<file path="src/hw/rtl/bounded_int_list_engine_top_macros.svh">
// Assertion macros for the list engine RTL.
`ifndef BOUNDED_INT_LIST_ENGINE_TOP_MACROS_SVH
`define BOUNDED_INT_LIST_ENGINE_TOP_MACROS_SVH

`ifndef SYNTHESIS
// Same-cycle implication, checked at every rising edge out of reset.
`define BILE_ASSERT_IMP(label, clk, rst_n, ante, cons) \
    label: assert property (@(posedge clk) disable iff (!(rst_n)) (ante) |-> (cons)) \
        else $error("assertion failed: label");
// Next-cycle implication.
`define BILE_ASSERT_NXT(label, clk, rst_n, ante, cons) \
    label: assert property (@(posedge clk) disable iff (!(rst_n)) (ante) |=> (cons)) \
        else $error("assertion failed: label");
`else
`define BILE_ASSERT_IMP(label, clk, rst_n, ante, cons)
`define BILE_ASSERT_NXT(label, clk, rst_n, ante, cons)
`endif

`endif

</file>
<file path="src/hw/rtl/bile_pkg.sv">
// Types and codes shared by the list engine, its channels and its tests.
package bile_pkg;

    typedef logic [2:0] t_op;
    typedef logic [1:0] t_status;

    localparam t_op OP_PUSH_FRONT = 3'd0;
    localparam t_op OP_PUSH_BACK  = 3'd1;
    localparam t_op OP_POP_FRONT  = 3'd2;
    localparam t_op OP_POP_BACK   = 3'd3;
    localparam t_op OP_DELETE     = 3'd4;
    localparam t_op OP_QUERY      = 3'd5;

    localparam t_status ST_OK    = 2'd0;
    localparam t_status ST_EMPTY = 2'd1;
    localparam t_status ST_FULL  = 2'd2;

    localparam int unsigned DATA_W  = 32;
    localparam int unsigned COUNT_W = 5;

    typedef struct packed {
        t_op                       operation;
        logic signed [DATA_W-1:0]  value;
    } t_req;

    typedef struct packed {
        logic signed [DATA_W-1:0]  popped_value;
        logic                      found;
        logic [COUNT_W-1:0]        entry_count;
        t_status                   status;
    } t_rsp;

endpackage

</file>
<file path="src/hw/rtl/bile_if.sv">
// Valid/ready channels for request and response words.
interface bile_req_if;
    logic          valid;
    logic          ready;
    bile_pkg::t_req data;

    modport source (output valid, output data, input ready);
    modport sink   (input valid, input data, output ready);
endinterface

interface bile_rsp_if;
    logic          valid;
    logic          ready;
    bile_pkg::t_rsp data;

    modport source (output valid, output data, input ready);
    modport sink   (input valid, input data, output ready);
endinterface

</file>
<file path="src/hw/rtl/bounded_int_list_engine_top.sv">
// A push with room writes the RAM at accept; pop reads in S_POP; query and delete scan
//   in S_SCAN up to the first match, and a delete moves later entries down in S_SHIFT.
// Words are handled one at a time; the single RAM read port serializes scan and shift.
// Ready is high only in idle; a finished result waits in the output register.
// Reset (synchronous, active low) empties the list; RAM contents stay undefined,
//   and only entries inside the list are ever used.
`include "bounded_int_list_engine_top_macros.svh"

module bounded_int_list_engine_top #(
    parameter int unsigned CAPACITY = 16
) (
    input  logic       i_clk,
    input  logic       i_rst_n,
    bile_req_if.sink   i_req,
    bile_rsp_if.source o_rsp
);

    // Physical index width and list length width.
    localparam int unsigned AW = (CAPACITY > 1) ? $clog2(CAPACITY) : 1;
    localparam int unsigned CW = $clog2(CAPACITY + 1);

    typedef enum logic [2:0] {
        S_IDLE,
        S_POP,
        S_SCAN,
        S_SHIFT,
        S_RESP
    } t_state;

    // Map a logical offset from the front onto the circular RAM.
    function automatic logic [AW-1:0] f_phys(input logic [AW-1:0] base,
                                             input logic [CW:0]   off);
        logic [AW+1:0] sum;
        sum = (AW+2)'(base) + (AW+2)'(off);
        if (sum >= (AW+2)'(CAPACITY)) begin
            sum = sum - (AW+2)'(CAPACITY);
        end
        return sum[AW-1:0];
    endfunction

    // Control state.
    t_state           r_state, n_state;
    logic [AW-1:0]    r_head,  n_head;
    logic [CW-1:0]    r_count, n_count;
    logic [CW-1:0]    r_idx,   n_idx;
    logic             r_o_valid, n_o_valid;

    // Held request and pending result.
    bile_pkg::t_op    r_op,   n_op;
    logic [31:0]      r_val,  n_val;
    bile_pkg::t_rsp   r_res,  n_res;
    bile_pkg::t_rsp   r_o_data, n_o_data;

    // RAM port.
    logic             ram_we;
    logic [AW-1:0]    ram_waddr;
    logic [31:0]      ram_wdata;
    logic [AW-1:0]    ram_raddr;
    logic [31:0]      ram_rdata;

    logic             acc;
    logic             is_push;
    logic             full;
    logic             empty;
    logic             out_free;
    logic             scan_last;
    logic             shift_last;

    assign i_req.ready = (r_state == S_IDLE);
    assign acc         = i_req.valid && (r_state == S_IDLE);
    assign is_push     = (i_req.data.operation == bile_pkg::OP_PUSH_FRONT) ||
                         (i_req.data.operation == bile_pkg::OP_PUSH_BACK);
    assign full        = (r_count == CW'(CAPACITY));
    assign empty       = (r_count == '0);
    assign out_free    = !r_o_valid || o_rsp.ready;
    assign scan_last   = ((CW+1)'(r_idx) + (CW+1)'(1)) == (CW+1)'(r_count);
    assign shift_last  = ((CW+1)'(r_idx) + (CW+1)'(2)) == (CW+1)'(r_count);

    bile_ram #(
        .WIDTH (32),
        .DEPTH (CAPACITY)
    ) u_ram (
        .i_clk   (i_clk),
        .i_we    (ram_we),
        .i_waddr (ram_waddr),
        .i_wdata (ram_wdata),
        .i_raddr (ram_raddr),
        .o_rdata (ram_rdata)
    );

    always_comb begin
        n_state   = r_state;
        n_head    = r_head;
        n_count   = r_count;
        n_idx     = r_idx;
        n_op      = r_op;
        n_val     = r_val;
        n_res     = r_res;
        n_o_data  = r_o_data;
        n_o_valid = r_o_valid && !o_rsp.ready;

        ram_we    = 1'b0;
        ram_waddr = f_phys(r_head, (CW+1)'(r_idx));
        ram_wdata = ram_rdata;
        // Scanning reads one entry ahead of the compare.
        ram_raddr = f_phys(r_head, (CW+1)'(r_idx) + (CW+1)'(1));

        case (r_state)
            S_IDLE: begin
                if (acc) begin
                    n_op  = i_req.data.operation;
                    n_val = i_req.data.value;
                    n_res = '0;
                    n_state = S_RESP;
                    case (i_req.data.operation)
                        bile_pkg::OP_PUSH_FRONT, bile_pkg::OP_PUSH_BACK: begin
                            if (full) begin
                                n_res.status = bile_pkg::ST_FULL;
                            end else begin
                                // Write now; the response cycle keeps the next read apart.
                                ram_we    = 1'b1;
                                ram_wdata = i_req.data.value;
                                if (i_req.data.operation == bile_pkg::OP_PUSH_FRONT) begin
                                    ram_waddr = f_phys(r_head, (CW+1)'(CAPACITY - 1));
                                    n_head    = ram_waddr;
                                end else begin
                                    ram_waddr = f_phys(r_head, (CW+1)'(r_count));
                                end
                                n_count = r_count + CW'(1);
                            end
                        end
                        bile_pkg::OP_POP_FRONT, bile_pkg::OP_POP_BACK: begin
                            if (empty) begin
                                n_res.status = bile_pkg::ST_EMPTY;
                            end else begin
                                if (i_req.data.operation == bile_pkg::OP_POP_FRONT) begin
                                    ram_raddr = r_head;
                                end else begin
                                    ram_raddr = f_phys(r_head,
                                                       (CW+1)'(r_count) - (CW+1)'(1));
                                end
                                n_state = S_POP;
                            end
                        end
                        bile_pkg::OP_DELETE, bile_pkg::OP_QUERY: begin
                            if (!empty) begin
                                ram_raddr = r_head;
                                n_idx     = '0;
                                n_state   = S_SCAN;
                            end
                        end
                        default: begin
                            n_state = S_RESP;
                        end
                    endcase
                end
            end

            S_POP: begin
                n_res.popped_value = ram_rdata;
                n_count = r_count - CW'(1);
                if (r_op == bile_pkg::OP_POP_FRONT) begin
                    n_head = f_phys(r_head, (CW+1)'(1));
                end
                n_state = S_RESP;
            end

            S_SCAN: begin
                if (ram_rdata == r_val) begin
                    n_res.found = 1'b1;
                    if (r_op == bile_pkg::OP_DELETE) begin
                        if (scan_last) begin
                            n_count = r_count - CW'(1);
                            n_state = S_RESP;
                        end else begin
                            // Close the gap: entry idx+1 is already on its way.
                            n_state = S_SHIFT;
                        end
                    end else begin
                        n_state = S_RESP;
                    end
                end else if (scan_last) begin
                    n_state = S_RESP;
                end else begin
                    n_idx = r_idx + CW'(1);
                end
            end

            S_SHIFT: begin
                // Move entry idx+1 down to idx and fetch idx+2.
                ram_we    = 1'b1;
                ram_raddr = f_phys(r_head, (CW+1)'(r_idx) + (CW+1)'(2));
                if (shift_last) begin
                    n_count = r_count - CW'(1);
                    n_state = S_RESP;
                end else begin
                    n_idx = r_idx + CW'(1);
                end
            end

            S_RESP: begin
                // Hold here until the output register frees up.
                if (out_free) begin
                    n_o_valid            = 1'b1;
                    n_o_data             = r_res;
                    n_o_data.entry_count = bile_pkg::COUNT_W'(r_count);
                    n_state              = S_IDLE;
                end
            end

            default: begin
                n_state = S_IDLE;
            end
        endcase
    end

    always_ff @(posedge i_clk) begin
        if (!i_rst_n) begin
            r_state   <= S_IDLE;
            r_head    <= '0;
            r_count   <= '0;
            r_idx     <= '0;
            r_o_valid <= 1'b0;
        end else begin
            r_state   <= n_state;
            r_head    <= n_head;
            r_count   <= n_count;
            r_idx     <= n_idx;
            r_o_valid <= n_o_valid;
        end
        r_op     <= n_op;
        r_val    <= n_val;
        r_res    <= n_res;
        r_o_data <= n_o_data;
    end

    assign o_rsp.valid = r_o_valid;
    assign o_rsp.data  = r_o_data;

    // The list never grows past its capacity.
    `BILE_ASSERT_IMP(a_count_bound, i_clk, i_rst_n, 1'b1, r_count <= CW'(CAPACITY))
    // An accepted push with room grows the list by exactly one word.
    `BILE_ASSERT_NXT(a_push_grow, i_clk, i_rst_n, acc && is_push && !full, r_count == $past(r_count) + CW'(1))
    // The shift only moves entries that lie inside the list.
    `BILE_ASSERT_IMP(a_shift_range, i_clk, i_rst_n, r_state == S_SHIFT, (CW+1)'(r_idx) + (CW+1)'(2) <= (CW+1)'(r_count))
    // A stalled output keeps the finished result waiting.
    `BILE_ASSERT_NXT(a_resp_hold, i_clk, i_rst_n, (r_state == S_RESP) && r_o_valid && !o_rsp.ready, r_state == S_RESP)

endmodule

</file>
<file path="src/hw/rtl/bile_ram.sv">
// Generic one-write, one-read RAM with registered read data.
module bile_ram #(
    parameter int unsigned WIDTH = 32,
    parameter int unsigned DEPTH = 16
) (
    input  logic                                         i_clk,
    input  logic                                         i_we,
    input  logic [((DEPTH > 1) ? $clog2(DEPTH) : 1)-1:0] i_waddr,
    input  logic [WIDTH-1:0]                             i_wdata,
    input  logic [((DEPTH > 1) ? $clog2(DEPTH) : 1)-1:0] i_raddr,
    output logic [WIDTH-1:0]                             o_rdata
);

    logic [WIDTH-1:0] r_mem [DEPTH];
    logic [WIDTH-1:0] r_rdata;

    always_ff @(posedge i_clk) begin
        if (i_we) begin
            r_mem[i_waddr] <= i_wdata;
        end
        r_rdata <= r_mem[i_raddr];
    end

    assign o_rdata = r_rdata;

endmodule

</file>
<file path="src/flat_wrapper.sv">
// flat-port wrapper written by rule: the top's interface ports become plain ports
module bounded_int_list_engine_top_flat 
#(
    parameter int unsigned CAPACITY = 16
)
  (i_clk, i_rst_n, i_req_valid, i_req_data, i_req_ready, o_rsp_valid, o_rsp_data, o_rsp_ready);
  bile_req_if i_req_i ();
  bile_rsp_if o_rsp_i ();
  input  logic i_clk;
  input  logic i_rst_n;
  input wire logic [$bits(i_req_i.valid)-1:0] i_req_valid;
  input wire logic [$bits(i_req_i.data)-1:0] i_req_data;
  output wire logic [$bits(i_req_i.ready)-1:0] i_req_ready;
  output wire logic [$bits(o_rsp_i.valid)-1:0] o_rsp_valid;
  output wire logic [$bits(o_rsp_i.data)-1:0] o_rsp_data;
  input wire logic [$bits(o_rsp_i.ready)-1:0] o_rsp_ready;
  assign i_req_i.valid = i_req_valid;
  assign i_req_i.data = i_req_data;
  assign i_req_ready = i_req_i.ready;
  assign o_rsp_valid = o_rsp_i.valid;
  assign o_rsp_data = o_rsp_i.data;
  assign o_rsp_i.ready = o_rsp_ready;
  bounded_int_list_engine_top #(.CAPACITY(CAPACITY)) u_core (.i_clk(i_clk), .i_rst_n(i_rst_n), .i_req(i_req_i), .o_rsp(o_rsp_i));
endmodule
</file>
<file path="config.mk">
export PLATFORM = sky130hd
export DESIGN_NAME = bounded_int_list_engine_top_flat
export DESIGN_NICKNAME = d
export VERILOG_FILES = /design/src/hw/rtl/bile_pkg.sv /design/src/hw/rtl/bile_if.sv /design/src/hw/rtl/bounded_int_list_engine_top.sv /design/src/hw/rtl/bile_ram.sv /design/src/flat_wrapper.sv
export VERILOG_INCLUDE_DIRS = /design/src /design/src/hw/rtl
export SDC_FILE = /design/constraint.sdc
export NUM_CORES = 1
export LEC_CHECK = 0
export ABC_AREA = 1
export BUFFER_PORTS_ARGS = -buffer_cell sky130_fd_sc_hd__buf_4
export CORE_ASPECT_RATIO = 1.5
export CORE_UTILIZATION = 62
export CTS_CLUSTER_DIAMETER = 120
export CTS_CLUSTER_SIZE = 12
export DETAILED_ROUTE_END_ITERATION = 6
export GPL_ROUTABILITY_DRIVEN = 0
export HOLD_SLACK_MARGIN = 0.15
export PLACE_DENSITY = 0.83
export SLEW_MARGIN = 20
export SYNTH_ARGS = -nofsm -noshare
export SYNTH_HDL_FRONTEND = slang
export SYNTH_SLANG_ARGS = --single-unit
</file>
<file path="constraint.sdc">
create_clock -name i_clk -period 5.6 [get_ports i_clk]
set_clock_uncertainty 0.1 [all_clocks]
set_input_delay 1.4 -clock i_clk [delete_from_list [all_inputs] [get_ports i_clk]]
set_output_delay 1.4 -clock i_clk [all_outputs]
set_load 0.02 [all_outputs]
</file>
# Word level (Yosys, flattened, before mapping)

Memories as Yosys holds them, arrays and structs flattened. A register that Yosys moved wholly into a read port is not among the register bits.
Index checks and enable logic that the tools add are counted.
W data, S select, Z words.

Add/subtract/negate cells: 20
$mul: 0
Divide/modulo/power cells: 0
Magnitude comparators: 7
Equality and inequality tests: 31
Shift-type cells: 0
Mux-type cells: 69
Bitwise logic cells: 0
Reductions and logical operators: 23

Operators by type and width:

| operator              | number |
|---|---|
| $mux W32              | 4 |
| $mux W4               | 21 |
| $mux W5               | 13 |
| $pmux W32 S2          | 1 |
| $mux W40              | 1 |
| $eq A32 B32 Y1        | 1 |
| $ge A6 B5 Y1 const B  | 5 |
| $sub A4 B1 Y4 const B | 7 |
| $mux W3               | 9 |
| $pmux W4 S2           | 3 |
| $ne A2 B1 Y1 const B  | 10 |
| $pmux W5 S4           | 1 |
| $add A4 B6 Y6         | 3 |
| $eq A3 B2 Y1 const B  | 5 |
| $pmux W3 S5           | 1 |
| $pmux W5 S3           | 1 |
| $add A4 B5 Y6         | 2 |
| $eq A3 B3 Y1 const B  | 4 |
| $eq A6 B5 Y1          | 2 |
| $add A5 B1 Y5 const B | 2 |
| $ge A5 B5 Y1 const B  | 2 |
| $ne A2 B2 Y1 const B  | 5 |
| $mux W1               | 9 |
| $reduce_and A8 Y1     | 1 |
| other kinds (27)      | 37 |

Flip-flop bits (word level): 128
Bits in latches: 0
Bits in writable memories: 512
Memory bits (read-only): 0
Input port bits: 39
Output and inout bits: 42
Logic and storage cells: 165
Memories: 1

Memories:

| name               | depth | width | read ports | clocked after memory_dff | wr ports | line           | source |
|---|---|---|---|---|---|---|---|
| u_core.u_ram.r_mem | 16    | 32    | 1          | 1                        | 1        | bile_ram.sv:14 | `logic [WIDTH-1:0] r_mem [DEPTH];` |

# Longest topological paths before layout

Depth in word-level cells: 9
Gate-level depth with buffers: 18
Depth with buffers taken out: 17

# By module

A second synthesis with hierarchy kept.

Cells, all modules: 2,942
Area, all modules: 29,923.7 µm²

By module, submodules not included:

| module                      | times used | cells each | area each (µm²) | seq. area each (µm²) |
|---|---|---|---|---|
| bile_ram                    | 1          | 2,120      | 22,730.6        | 16,015.4 |
| bounded_int_list_engine_top | 1          | 822        | 7,193.1         | 3,663.5 |

# Worst setup path before layout

No wires, ideal clock.

Kind: input port to flip-flop
Start point: in i_req_valid
End point: mem u_core.u_ram.r_mem[3][0], enable pin
Library setup time: 0.421 ns
Data arrival time: 4.324 ns
Required time: 5.079 ns
Slack: 0.755 ns
Stages: 10
Path buffers: 0
Cell sequence: inv_1 > nor2_4 > inv_2 > nor2_1 > inv_1 > nor2_2 > inv_1 > o21ai_1 > nand3_1 > nor2_1

Longest elaborated chain between the ends: 5
Elaborated cells on any way between the ends: 7
Those cells by class: mux: 6; reduce/logical: 1

Ends and longest elaborated chain:

| item                          | line                               | source |
|---|---|---|
| start, declared               | flat_wrapper.sv:11                 | `input wire logic [$bits(i_req_i.valid)-1:0] i_req_valid;` |
| $logic_and A1 B1 Y1 (*)       | bounded_int_list_engine_top.sv:70  | `assign acc = i_req.valid && (r_state == S_IDLE);` |
| $mux W1                       | bounded_int_list_engine_top.sv:110 | `if (acc) begin` |
| $pmux W1 S2                   | bounded_int_list_engine_top.sv:108 | `case (r_state)` |
| $mux W1                       | bile_ram.sv:18                     | `if (i_we) begin` |
| $mux W1 (implied by the code) | bile_ram.sv:19                     | `r_mem[i_waddr] <= i_wdata;` |
| end, declared                 | bile_ram.sv:14                     |  |

Mark *: on every way between the ends. The rest lies on a longest branch, timed or not.

# Final worst setup path

Start point: in i_req_valid
End point: reg u_core.u_ram.r_rdata[27], in the netlist u_core.u_ram.o_rdata[27], read port of u_core.u_ram.r_mem

Longest elaborated chain between the ends: 3

Ends and longest elaborated chain:

| item                | line                               | source |
|---|---|---|
| $logic_and A1 B1 Y1 | bounded_int_list_engine_top.sv:70  |  |
| $mux W4             | bounded_int_list_engine_top.sv:110 |  |
| $pmux W4 S2         | bounded_int_list_engine_top.sv:108 |  |
| end, declared       | bile_ram.sv:15                     | `logic [WIDTH-1:0] r_rdata;` |

Every way passes these cells.
A chain may end at the register's enable or synchronous reset.

==> reports/results.ini <==
[status]
status=finished with violations
failed_checks=design-rule violations

[synthesis]
ys_seq_elements=672
yosys_warnings=0
avgSynthCellArea_um2=10.5
synth_edf_count=622
yosysSeqAreaShare_pct=66.3
syn_area_um2=29700
syn_inst=2816
syn-num-nets=2883
synth-async-reset-ratio_pct=0
yosys_most_used_dff=edfxtp_1
yosys.cell_types.count=37

[finish]
fin_area_um2=32800
drive_gt1_share_pct=8.48
fin_cells=3517
final_common_cell=nand3_1
fin_nets=2941
area_growth_pct=10.6
mostFrequentLayoutCells=640 x nand3_1, 622 x edfxtp_1, 558 x nand2_1, 455 x inv_1, 126 x buf_4
fillCellCount=3033
antenna_cells=0

[setup_path]
path_common_cell=nand3_1
cp.arrival_ns=4.74
cpPeakStageDelay_ns=0.62
cp_top_family=buffers and inverters
worst_path_max_delay_cell=buf_4
path_max_fanout=190
worstPathCellList=buf_4 > inv_1 > nor2_4 > buf_4 > o211ai_1 > nand2_1 > nand3_4 > buf_4 > buf_12 > nand3_1 > nand3_1 > nand3_1 > nand3_1 > nand2_1
worst-setup-path-type=in -> reg
critPathBufInv=5
crit_path_end_kind=register
critPathLaunchType=input port
crit_required_ns=5.98

[global_route]
overflow=0
antenna_found_initial=0
first_global_vias=21100
grtUsageTotal_pct=30.5
grt_max_degree=200
grt_pass1_wl_um=114000

[clock_tree]
clock-sinks=672
cts_tree=built
cts_buffers=61
cts_setup_buffers=0
ctsHtreeMaxLevel=2
hold_buffers=0
cts_max_path_buffers=3
root_buffer=clkbuf_16
postCtsResizedCells=0
clkTransAtPathRegs_ns=0.06
clkLatencyLatePin_ns=0.62

[floorplan]
io_pins=81
start_util_pct=63.2
num_rows=97
coreArea_um2=47000
fp.dieH_um=270
fp.dieArea_um2=48700
die_x_um=181

[timing]
rsz0062_at_grt=false
setup_ws_ns=1.24
setup_viol=0
hold_violations=0
fmax_mhz=229
setup_tns_ns=0
relSlewSlack_pct=26.8
min_period_ns=4.36
tightest_slew_ns=1.10
maxSlewViolCount=0
period_share_pct=77.9

[routing]
drt_iter0_markers=2662
detail-route-antenna-nets=0
drc_errors=1
via_count=21200
avgRoutedWirePerCell_um=21.0
drtPass1Iterations=7
wl_um=74000
viasPerCell=6.03

[power]
p_seq_share_pct=41.5
p_int_w=0.00992
leakage_nw=13.5
p_per_area_nw_per_um2=483
p_switching_w=0.00592
combPwrFrac_pct=34.7
p_clk_share_pct=23.8
power_switching_share_pct=37.4
ir_drop_mv=0.336

[place]
place_area_um2=31100
port_buffers=80
detailedPlace.worstSlack_ns=0.866
dp_cells=3405
hpwl_um=41600

[hold_path]
worst_hold_path_type=reg -> reg

[flow_run]
cap_violations=0

[flip-flops by register name, indices dropped and copies added, names as in the netlist]
| signal | cells |
|---|---|
| u_core.o_rsp.data | 40 |
| u_core.o_rsp.valid | 1 |
| u_core.r_count | 5 |
| u_core.r_head | 4 |
| u_core.r_idx | 5 |
| u_core.r_op | 3 |
| u_core.r_res | 35 |
| u_core.r_state | 3 |
| u_core.r_val | 32 |
| u_core.u_ram.o_rdata | 32 |
| u_core.u_ram.r_mem | 512 |
[layer usage]
| layer | up-vias | track usage, % | share of wire (%) |
|---|---|---|---|
| li1 | 9487 | - | - |
| met1 | 9972 | 36.6 | 35 |
| met5 | - | 0 | 0 |
| met4 | 0 | 19.2 | 5.8 |
| met3 | 295 | 4.99 | 10 |
| met2 | 1441 | 51.4 | 49 |
[cell type report]
class / instances / area (um^2) / share of cell area, %
clock buffers: 110 / 1710 / 5.21
repair buffers: 139 / 1210 / 3.68
multi-input cells: 1540 / 7730 / 23.6
flip-flops and latches: 672 / 19700 / 60.0
well taps: 594 / 743 / 2.27
inverters: 460 / 1730 / 5.27
clock inverters: 2 / 17.5 / 0.0534
[final timing paths]
kind                                               startpoint                               end  cells past startpoint  slack, ns
worst max-delay path                              i_req_valid  u_core.u_ram.o_rdata[27]$_DFF_P_                     14       1.24
worst max register to register  u_core.r_head[1]$_SDFFE_PN0P_   u_core.u_ram.o_rdata[6]$_DFF_P_                     14       1.48
worst min register to register     u_core.r_res[31]$_DFFE_PP_   u_core.o_rsp.data[31]$_DFFE_PP_                      0       0.32
worst min-delay path               u_core.r_res[31]$_DFFE_PP_   u_core.o_rsp.data[31]$_DFFE_PP_                      0       0.32
[kinds of logic after synthesis]
logic type / Yosys count / synth area share [%]
AO/OA/AOI/OAI: 98 / 1.75
buffers and inverters: 604 / 8.36
XOR/XNOR: 56 / 1.68
flip-flops: 672 / 66.3
AND/OR/NAND/NOR: 1358 / 20.5
adder cells (fa/ha/maj): 28 / 1.33
[Yosys cell counts, types with 28 or more instances]
cell,instances,share of area [%]
dfxtp_1,50,3.4
nor2_1,101,1.3
inv_1,455,5.8
buf_4,29,0.73
a21oi_1,28,0.47
o21ai_0,53,0.89
edfxtp_1,622,63
xor2_1,28,0.83
buf_2,83,1.4
nand2_1,559,7.1
nand3b_1,33,0.84
nand3_1,640,11
[power by group through the flow]
| stage | registers [W] | clock network [W] | logic, W |
|---|---|---|---|
| after floorplan | 0.00667 | 0 | 0.00369 |
| after global placement | 0.00666 | 0 | 0.00509 |
| after detailed placement | 0.00667 | 0 | 0.00529 |
| after CTS | 0.00657 | 0.00379 | 0.00536 |
| after global routing | 0.00659 | 0.00397 | 0.00595 |
| final | 0.00657 | 0.00377 | 0.00550 |
[per-stage QoR]
stage / util, % / hold slack (ns) / total power [W]
after floorplan: - / 0.300 / 0.0104
after global placement: 66.1 / 0.301 / 0.0117
after detailed placement: 66.1 / 0.305 / 0.0120
after CTS: 69.8 / 0.318 / 0.0157
after global routing: 69.9 / 0.322 / 0.0165
final: 69.9 / 0.316 / 0.0158
No activity file was read; power rests on OpenSTA's default activity.
